**src/hdl/lsbe_pkg.sv**
```systemverilog
// ----------------------------------------------------------------------------
// lsbe_pkg
// Shared constants, operation codes and control types of the LED strip
// SPI bit encoder.
// ----------------------------------------------------------------------------
package lsbe_pkg;

  localparam int LED_COUNT   = 64;
  localparam int RESET_BYTES = 5;
  localparam int BITS_PER_LED = 24;

  localparam int LED_AW = (LED_COUNT > 1) ? $clog2(LED_COUNT) : 1;
  localparam int BIT_W  = $clog2(BITS_PER_LED);
  localparam int RB_W   = $clog2(RESET_BYTES + 1);
  localparam int IDX_W  = 6;
  localparam int CLR_W  = 8;

  localparam logic [1:0] OP_SET   = 2'd0;
  localparam logic [1:0] OP_SHOW  = 2'd1;
  localparam logic [1:0] OP_CLEAR = 2'd2;
  localparam logic [1:0] OP_TICK  = 2'd3;

  localparam logic [7:0] CODE_ONE   = 8'hF8;
  localparam logic [7:0] CODE_ZERO  = 8'hC0;
  localparam logic [7:0] CODE_RESET = 8'h00;

  typedef struct packed {
    logic              wr_en;
    logic [LED_AW-1:0] wr_addr;
    logic              rd_en;
    logic [LED_AW-1:0] rd_addr;
    logic              clear_all;
    logic              emit;
    logic              emit_data;
    logic              frame_end;
    logic              fresh;
    logic [BIT_W-1:0]  bit_sel;
  } lsbe_cmd_t;

  typedef struct packed {
    logic out_free;
  } lsbe_stat_t;

endpackage

```
**src/hdl/lsbe_ram.sv**
```systemverilog
// ----------------------------------------------------------------------------
// lsbe_ram
// Generic single-write, single-read RAM with registered read data.
// ----------------------------------------------------------------------------
module lsbe_ram #(
  parameter int WIDTH = 24,
  parameter int DEPTH = 64
) (
  input  logic                     clk,
  input  logic                     wr_en,
  input  logic [$clog2(DEPTH)-1:0] wr_addr,
  input  logic [WIDTH-1:0]         wr_data,
  input  logic                     rd_en,
  input  logic [$clog2(DEPTH)-1:0] rd_addr,
  output logic [WIDTH-1:0]         rd_data
);

  logic [WIDTH-1:0] mem [DEPTH];

  always_ff @(posedge clk) begin
    if (wr_en) begin
      mem[wr_addr] <= wr_data;
    end
    if (rd_en) begin
      rd_data <= mem[rd_addr];
    end
  end

endmodule

```
**src/hdl/lsbe_dp.sv**
```systemverilog
// ----------------------------------------------------------------------------
// lsbe_dp
// Datapath: frame buffer with per-LED valid bits, current LED word and the
// output word register.
// ----------------------------------------------------------------------------
module lsbe_dp (
  input  logic               clk,
  input  logic               rst,
  input  lsbe_pkg::lsbe_cmd_t cmd,
  output lsbe_pkg::lsbe_stat_t stat,
  input  logic [7:0]         red,
  input  logic [7:0]         green,
  input  logic [7:0]         blue,
  output logic [7:0]         m_tdata,
  output logic               m_tlast,
  output logic               m_tvalid,
  input  logic               m_tready
);
  import lsbe_pkg::*;

  logic [LED_COUNT-1:0]    valid;
  logic                    rd_valid;
  logic [BITS_PER_LED-1:0] rd_data;
  logic [BITS_PER_LED-1:0] word;
  logic [BITS_PER_LED-1:0] word_sel;
  logic [BIT_W-1:0]        shift;
  logic                    code_bit;

  // stored in wire order: green, red, blue
  lsbe_ram #(.WIDTH(BITS_PER_LED), .DEPTH(LED_COUNT)) u_ram (
    .clk     (clk),
    .wr_en   (cmd.wr_en),
    .wr_addr (cmd.wr_addr),
    .wr_data ({green, red, blue}),
    .rd_en   (cmd.rd_en),
    .rd_addr (cmd.rd_addr),
    .rd_data (rd_data)
  );

  always_ff @(posedge clk) begin
    if (rst) begin
      valid    <= '0;
      rd_valid <= 1'b0;
    end else begin
      if (cmd.clear_all) begin
        valid <= '0;
      end else if (cmd.wr_en) begin
        valid[cmd.wr_addr] <= 1'b1;
      end
      if (cmd.rd_en) begin
        rd_valid <= valid[cmd.rd_addr] & ~cmd.clear_all;
      end
    end
  end

  assign word_sel = cmd.fresh ? (rd_valid ? rd_data : '0) : word;
  assign shift    = BIT_W'(BITS_PER_LED - 1) - cmd.bit_sel;
  assign code_bit = word_sel[shift];

  always_ff @(posedge clk) begin
    if (cmd.emit && cmd.emit_data && cmd.fresh) begin
      word <= word_sel;
    end
  end

  always_ff @(posedge clk) begin
    if (rst) begin
      m_tvalid <= 1'b0;
    end else if (cmd.emit) begin
      m_tvalid <= 1'b1;
    end else if (m_tready) begin
      m_tvalid <= 1'b0;
    end
  end

  always_ff @(posedge clk) begin
    if (cmd.emit) begin
      m_tdata <= cmd.emit_data ? (code_bit ? CODE_ONE : CODE_ZERO) : CODE_RESET;
      m_tlast <= cmd.frame_end;
    end
  end

  assign stat.out_free = ~m_tvalid | m_tready;

endmodule

```
**src/hdl/lsbe_ctrl.sv**
```systemverilog
// ----------------------------------------------------------------------------
// lsbe_ctrl
// Controller: decodes input words, walks LEDs and bits of a frame and the
// trailing reset bytes.
// ----------------------------------------------------------------------------
module lsbe_ctrl (
  input  logic                 clk,
  input  logic                 rst,
  input  logic                 s_tvalid,
  output logic                 s_tready,
  input  logic [1:0]           op,
  input  logic [5:0]           led_index,
  input  lsbe_pkg::lsbe_stat_t stat,
  output lsbe_pkg::lsbe_cmd_t  cmd
);
  import lsbe_pkg::*;

  localparam logic [1:0] ST_IDLE = 2'd0;
  localparam logic [1:0] ST_SEND = 2'd1;
  localparam logic [1:0] ST_TAIL = 2'd2;

  logic [1:0]        state, state_next;
  logic [LED_AW-1:0] led, led_next;
  logic [BIT_W-1:0]  bitpos, bitpos_next;
  logic [RB_W-1:0]   rbcnt, rbcnt_next;
  logic              acc;
  logic              tick;

  assign s_tready = stat.out_free;
  assign acc      = s_tvalid & s_tready;
  assign tick     = acc & (op == OP_TICK);

  always_comb begin
    state_next  = state;
    led_next    = led;
    bitpos_next = bitpos;
    rbcnt_next  = rbcnt;
    cmd         = '0;
    cmd.wr_addr = led_index[LED_AW-1:0];
    cmd.bit_sel = bitpos;
    cmd.fresh   = (bitpos == '0);
    unique case (state)
      ST_IDLE: begin
        if (acc) begin
          unique case (op) inside
            OP_SET: begin
              cmd.wr_en = ({1'b0, led_index} < 7'(LED_COUNT));
            end
            OP_SHOW, OP_CLEAR: begin
              cmd.rd_en     = 1'b1;
              cmd.rd_addr   = '0;
              cmd.clear_all = (op == OP_CLEAR);
              led_next      = '0;
              bitpos_next   = '0;
              rbcnt_next    = '0;
              state_next    = ST_SEND;
            end
            default: ;
          endcase
        end
      end
      ST_SEND: begin
        if (tick) begin
          cmd.emit      = 1'b1;
          cmd.emit_data = 1'b1;
          if (bitpos == BIT_W'(BITS_PER_LED - 1)) begin
            bitpos_next = '0;
            if (led == LED_AW'(LED_COUNT - 1)) begin
              state_next = ST_TAIL;
            end else begin
              led_next    = led + 1'b1;
              cmd.rd_en   = 1'b1;
              cmd.rd_addr = led + 1'b1;
            end
          end else begin
            bitpos_next = bitpos + 1'b1;
          end
        end
      end
      ST_TAIL: begin
        if (tick) begin
          cmd.emit = 1'b1;
          if (rbcnt == RB_W'(RESET_BYTES - 1)) begin
            cmd.frame_end = 1'b1;
            rbcnt_next    = '0;
            led_next      = '0;
            state_next    = ST_IDLE;
          end else begin
            rbcnt_next = rbcnt + 1'b1;
          end
        end
      end
      default: state_next = ST_IDLE;
    endcase
  end

  always_ff @(posedge clk) begin
    if (rst) begin
      state  <= ST_IDLE;
      led    <= '0;
      bitpos <= '0;
      rbcnt  <= '0;
    end else begin
      state  <= state_next;
      led    <= led_next;
      bitpos <= bitpos_next;
      rbcnt  <= rbcnt_next;
    end
  end

  a_emit_busy: assert property (@(posedge clk) disable iff (rst)
    cmd.emit |-> (state != ST_IDLE))
    else $error("emit while idle");

  a_end_tail: assert property (@(posedge clk) disable iff (rst)
    cmd.frame_end |-> (state == ST_TAIL) && (rbcnt == RB_W'(RESET_BYTES - 1)))
    else $error("frame end outside last reset byte");

  a_write_idle: assert property (@(posedge clk) disable iff (rst)
    (cmd.wr_en || cmd.clear_all) |-> (state == ST_IDLE))
    else $error("buffer changed during frame");

  a_bitpos_range: assert property (@(posedge clk) disable iff (rst)
    bitpos <= BIT_W'(BITS_PER_LED - 1))
    else $error("bit position out of range");

  a_tail_entry: assert property (@(posedge clk) disable iff (rst)
    (state == ST_SEND) && (state_next == ST_TAIL) |=> (rbcnt == '0) && (bitpos == '0))
    else $error("tail entered with stale counters");

endmodule

```
**src/hdl/led_strip_spi_bit_encoder_unit.sv**
```systemverilog
// ----------------------------------------------------------------------------
// led_strip_spi_bit_encoder_unit
// LED strip SPI bit encoder: 64-entry GRB frame buffer turned into one SPI
// code byte per tick, followed by reset bytes.
// ----------------------------------------------------------------------------
//  port group   dir  contents
//  s_*          in   command words: set LED, show, clear and show, tick
//  m_*          out  SPI code bytes, tlast on the last reset byte
//
//  One word per cycle: a tick that yields a byte is taken every cycle while
//  m_tready stays high; the frame buffer read of the next LED overlaps the
//  last bit of the current one.
//  s_tready drops only while the output register holds a byte not taken.
//  Reset (synchronous) clears all LEDs to zero and idles the frame sequencer.
// ----------------------------------------------------------------------------
module led_strip_spi_bit_encoder_unit (
  input  logic        clk,
  input  logic        rst,
  input  logic        s_tvalid,
  output logic        s_tready,
  input  logic [31:0] s_tdata,   // led_index[5:0], red[13:6], green[21:14], blue[29:22]
  input  logic [1:0]  s_tuser,   // operation[1:0]
  output logic        m_tvalid,
  input  logic        m_tready,
  output logic [7:0]  m_tdata,   // spi_byte[7:0]
  output logic        m_tlast    // frame_end
);
  import lsbe_pkg::*;

  lsbe_cmd_t  cmd;
  lsbe_stat_t stat;
  logic [1:0] pad_unused;

  assign pad_unused = s_tdata[31:30];

  lsbe_ctrl u_ctrl (
    .clk       (clk),
    .rst       (rst),
    .s_tvalid  (s_tvalid),
    .s_tready  (s_tready),
    .op        (s_tuser),
    .led_index (s_tdata[5:0]),
    .stat      (stat),
    .cmd       (cmd)
  );

  lsbe_dp u_dp (
    .clk      (clk),
    .rst      (rst),
    .cmd      (cmd),
    .stat     (stat),
    .red      (s_tdata[13:6]),
    .green    (s_tdata[21:14]),
    .blue     (s_tdata[29:22]),
    .m_tdata  (m_tdata),
    .m_tlast  (m_tlast),
    .m_tvalid (m_tvalid),
    .m_tready (m_tready)
  );

endmodule

```
**config.mk**
```make
export PLATFORM = sky130hd
export DESIGN_NAME = led_strip_spi_bit_encoder_unit
export DESIGN_NICKNAME = d
export VERILOG_FILES = /design/src/hdl/lsbe_pkg.sv /design/src/hdl/lsbe_ram.sv /design/src/hdl/lsbe_dp.sv /design/src/hdl/lsbe_ctrl.sv /design/src/hdl/led_strip_spi_bit_encoder_unit.sv
export SDC_FILE = /design/constraint.sdc
export NUM_CORES = 2
export LEC_CHECK = 0
export BUFFER_PORTS_ARGS = -buffer_cell sky130_fd_sc_hd__buf_2
export CAP_MARGIN = 20
export CORE_MARGIN = 2
export CORE_UTILIZATION = 29
export DETAILED_ROUTE_END_ITERATION = 12
export PLACE_DENSITY = 0.5
export SLEW_MARGIN = 0
export SYNTH_ARGS = -nofsm -noshare
export SYNTH_HDL_FRONTEND = slang
export SYNTH_SLANG_ARGS = --single-unit
export TNS_END_PERCENT = 100
```
**constraint.sdc**
```tcl
create_clock -name clk -period 4.45 [get_ports clk]
set_clock_uncertainty 0.05 [all_clocks]
set_input_delay 0.445 -clock clk [delete_from_list [all_inputs] [get_ports clk]]
set_output_delay 0.445 -clock clk [all_outputs]
set_load 0.005 [all_outputs]
```
==> impl_metrics.csv <==
group,metric,value,unit
timing,timing_max_transition_violations_final,0,
worst_setup_path,cp_slowest_stage_delay,0.57,ns
clocking,insertion_delay,0.85,ns
timing,shortest_period_the_worst_path_allows,4.16,ns
place,place.port_buffers,43,
die,start_util,29.1,%
timing,fmax,0.240,GHz
routing,drtIter0Drc,4178,
worst_setup_path,cp.arrival,4.67,ns
worst_setup_path,crit_path_top_delay_cell,"sky130_fd_sc_hd__or3_4",
place,total_cell_area_at_the_placement_stage,71200,um2
synth,yosysWarningCount,0,
clocking,cts-buffers-inserted,173,
timing,finalSetupTns,0,ns
routing,vias,40600,
layout,areaGrowthSynthToFinish,17.3,%
power,power.switching_fraction,22.8,%
global_routing,grt_usage,17.7,%
synth,syn_inst,4587,
worst_hold_path,timing.hold.worst.class,"in -> reg",
timing,rsz0062_at_grt,"no",
die,die_w,479,um
routing,route.detailed.vias_per_inst,5.12,
timing,timing_worst_slew_pin_value,1.03,ns
outcome,status,"finished clean",
worst_setup_path,timing.critical_path.fanout_max,43,
routing,drtAntennaViolNets,0,
worst_setup_path,crit_chain,"ha_1, and4_1, nand3_2, or3_4, buf_12, buf_4, nand2_1, nand3_1, o2111ai_1, o21ai_0, buf_4, or4_1",
worst_setup_path,criticalPathCategory,"reg -> reg",
global_routing,grt_start_max_net_pins,100,
clocking,cts.clk_slew.worst_paths,0.06,ns
layout,final_nets,4839,
power,worst_ir_drop_vdd,0.000321,V
layout,multi_input_area,14900,um2
flow_run,maxCapViolations,0,
timing,timing.final.crit_share,93.6,%
worst_setup_path,critical_path_endpoint_category,"flip-flop",
routing,drcViolationCount,0,
worst_setup_path,worst-endpoint-required,4.95,ns
layout,area.sequential,49300,um2
die,die_area,229000,um2
power,sequential_group_share_of_total_power,52.5,%
power,clkPwrFrac,42.9,%
synth,syn-mean-instance-area,14.3,um2
synth,synth-edff-count,1587,
synth,post_syn_area,65400,um2
timing,final_count_of_hold_timing_violations,0,
clocking,cts_num_sinks,1669,
place,gp_routability_congestion,0.860,
routing,first_pass_iters,5,
global_routing,first_global_vias,39300,
power,report.power.total,0.0329,W
clocking,h-tree-depth,4,
power,power.density_cell_area,429,nW/um2
synth,ys_types,76,
power,cellLeakagePower,24.7,nW
worst_setup_path,crit_path_start_kind,"flip-flop",
synth,synth-seq-area-share,75.4,%
power,p_comb_share,4.6,%
worst_setup_path,timing.critical_path.mode_cell,"sky130_fd_sc_hd__buf_4",
layout,fraction_of_final_layout_cells_sized_beyond_drive_strength_1,14.6,%
die,row_count,174,
timing,finalSetupViolations,0,
clocking,cts.path.max_buffers,3,
die,floorplan.io_pins,49,
synth,async_flop_share,0,%
global_routing,grt_remaining_overflow,0,
synth,yosys_most_used_dff,"sky130_fd_sc_hd__edfxtp_1",
power,internal_power,0.0254,W
die,core-area,224000,um2
clocking,tritoncts,"yes",
place,detailedPlacementHpwl,124000,um
layout,stdcell_area,76700,um2
timing,slew_headroom,31.4,%
clocking,clockRootBuffer,"sky130_fd_sc_hd__clkbuf_16",
routing,postRouteWirelength,207000,um
power,net-switching-power,0.00749,W
global_routing,grt_pass1_wl,294000,um
die,die_height,479,um
layout,num-fill-cells,21500,
global_routing,number_of_antenna_violations_at_the_first_check_in_global_routing,15,
routing,routed_wire_length_per_instance,26.1,um
synth,yosys_register_bits,1669,
[worst max-delay path: cells and delay by family (launching register included)]
family                     cells  cell delay (ns)
AOI/OAI and AO/OA              2             0.59
adders and majority gates      1             0.21
DFF                            1             0.43
buffers and inverters          3             0.74
and+or+nand+nor                6             1.82
[placed cells by master, fill, tap and decap left out, types with 31 or more instances in the layout]
cell                           n
sky130_fd_sc_hd__a21oi_1      56
sky130_fd_sc_hd__a221oi_1     33
sky130_fd_sc_hd__a31oi_1      90
sky130_fd_sc_hd__and3_1       48
sky130_fd_sc_hd__buf_12       57
sky130_fd_sc_hd__buf_2        43
sky130_fd_sc_hd__buf_4       244
sky130_fd_sc_hd__clkbuf_1     33
sky130_fd_sc_hd__clkbuf_16   176
sky130_fd_sc_hd__clkinv_1     41
sky130_fd_sc_hd__clkinv_2     36
sky130_fd_sc_hd__dfxtp_1      82
sky130_fd_sc_hd__edfxtp_1   1587
sky130_fd_sc_hd__mux2i_1      89
sky130_fd_sc_hd__nand2_1    1026
sky130_fd_sc_hd__nand3_1     482
sky130_fd_sc_hd__nand4_1      36
sky130_fd_sc_hd__nor2_1       35
sky130_fd_sc_hd__nor2_2       51
sky130_fd_sc_hd__o21a_1       65
sky130_fd_sc_hd__o21ai_0      63
sky130_fd_sc_hd__o221ai_1    167
sky130_fd_sc_hd__o22ai_1      31
[registers in the layout, indices dropped and copies added, names as in the netlist]
register / flops
u_dp.rd_valid: 1
u_dp.m_tdata: 2
u_dp.word: 24
u_ctrl.rbcnt: 3
u_ctrl.led: 6
u_dp.valid: 64
u_dp.u_ram.rd_data: 24
u_dp.u_ram.mem: 1536
u_dp.m_tvalid: 1
u_ctrl.state: 2
u_ctrl.bitpos: 5
u_dp.m_tlast: 1
[power by group through the flow]
stage               Sequential, W  Combinational (W)  Clock, W
floorplan                  0.0176           0.000577         0
global placement           0.0176            0.00148         0
detailed placement         0.0176            0.00151         0
CTS                        0.0173            0.00152    0.0144
global route               0.0173            0.00159    0.0150
finish                     0.0173            0.00152    0.0141
[area by class of cell]
cell class / count / share of cell area [%]
flip-flops and latches: 1669 / 64.3
multi-input cells: 2581 / 19.4
well taps: 2992 / 4.88
clock inverters: 101 / 1.14
repair buffers: 348 / 4.21
diodes: 3 / 0.00978
clock buffers: 217 / 6.05
inverters: 15 / 0.0734
[synth_stat cells (5+ instances only)]
master                      instances  area [um2]
sky130_fd_sc_hd__a21o_1            25         188
sky130_fd_sc_hd__a21oi_1           58         290
sky130_fd_sc_hd__a221oi_1          33         289
sky130_fd_sc_hd__a22oi_1            8        60.1
sky130_fd_sc_hd__a311oi_1           6        52.6
sky130_fd_sc_hd__a31oi_1           91         569
sky130_fd_sc_hd__a32o_1            15         150
sky130_fd_sc_hd__a32oi_1           20         175
sky130_fd_sc_hd__a41oi_1            5        43.8
sky130_fd_sc_hd__and3_1            48         300
sky130_fd_sc_hd__buf_1             19        71.3
sky130_fd_sc_hd__buf_2            137         686
sky130_fd_sc_hd__buf_4             24         180
sky130_fd_sc_hd__buf_6              9         101
sky130_fd_sc_hd__clkbuf_1         134         503
sky130_fd_sc_hd__dfxtp_1           82        1640
sky130_fd_sc_hd__edfxtp_1        1587       47700
sky130_fd_sc_hd__ha_1              13         163
sky130_fd_sc_hd__inv_1             15        56.3
sky130_fd_sc_hd__mux2_2             8        90.1
sky130_fd_sc_hd__mux2i_1           89         891
sky130_fd_sc_hd__mux4_2            27         608
sky130_fd_sc_hd__nand2_1         1026        3850
sky130_fd_sc_hd__nand2b_1           5        31.3
sky130_fd_sc_hd__nand3_1          482        2410
sky130_fd_sc_hd__nand4_1           36         225
sky130_fd_sc_hd__nand4b_1           5        43.8
sky130_fd_sc_hd__nor2_1           100         375
sky130_fd_sc_hd__nor3_1            13        65.1
sky130_fd_sc_hd__o2111ai_1         30         263
sky130_fd_sc_hd__o211ai_1          13        97.6
sky130_fd_sc_hd__o21a_1            65         488
sky130_fd_sc_hd__o21ai_0           66         330
sky130_fd_sc_hd__o221ai_1         167        1460
sky130_fd_sc_hd__o22ai_1           31         194
sky130_fd_sc_hd__o31a_1             6        52.6
sky130_fd_sc_hd__or3_1              9        56.3
sky130_fd_sc_hd__or4_1              5        37.5
[per-stage QoR]
step | hold slack [ns] | worst slack [ns] | cells | util (%)
final | 0.0687 | 0.286 | 7926 | 34.2
after global routing | 0.0305 | 0.169 | 7924 | 34.2
after CTS | 0.0326 | 0.231 | 7923 | 34.2
after floorplan | 0.383 | 0.993 | 4589 | -
after global placement | 0.392 | 0.133 | 7600 | 31.7
after detailed placement | 0.403 | 0.123 | 7601 | 31.7
[timing repair]
action / in CTS / in global routing
gates resized for setup: 0 / 2
endpoints found under the setup margin: 0 / 2
hold buffers: 4 / 0
endpoints found under the hold margin: 52 / 0
setup buffers: 0 / 0
[worst paths after layout]
check        slack, ns                endpoint  cells past startpoint        startpoint
min               0.07  u_dp.u_ram.mem[43][22]                      1       s_tdata[20]
min reg2reg       0.41          u_dp.valid[38]                      1    u_dp.valid[38]
max reg2reg       0.29  u_dp.u_ram.rd_data[19]                     12  u_ctrl.bitpos[4]
max               0.29  u_dp.u_ram.rd_data[19]                     12  u_ctrl.bitpos[4]
[routing by layer]
metal,GRT usage [%],up-vias,share of wire [%]
met2,28.7,1340,47
li1,-,17900,-
met1,24.1,21100,43
met4,5.95,0,3.3
met3,2.65,280,6.0
met5,0,-,0
[kinds of logic after synthesis]
kind of cell | count (synthesis) | synth area share [%]
flops | 1669 | 75.4
other cells | 1 | 0.00573
buf+inv | 339 | 2.47
xor+xnor | 8 | 0.136
mux | 125 | 2.47
fa+ha+maj | 13 | 0.249
simple gates | 1768 | 11.8
compound gates | 664 | 7.51
No activity file was read; power rests on OpenSTA's default activity.
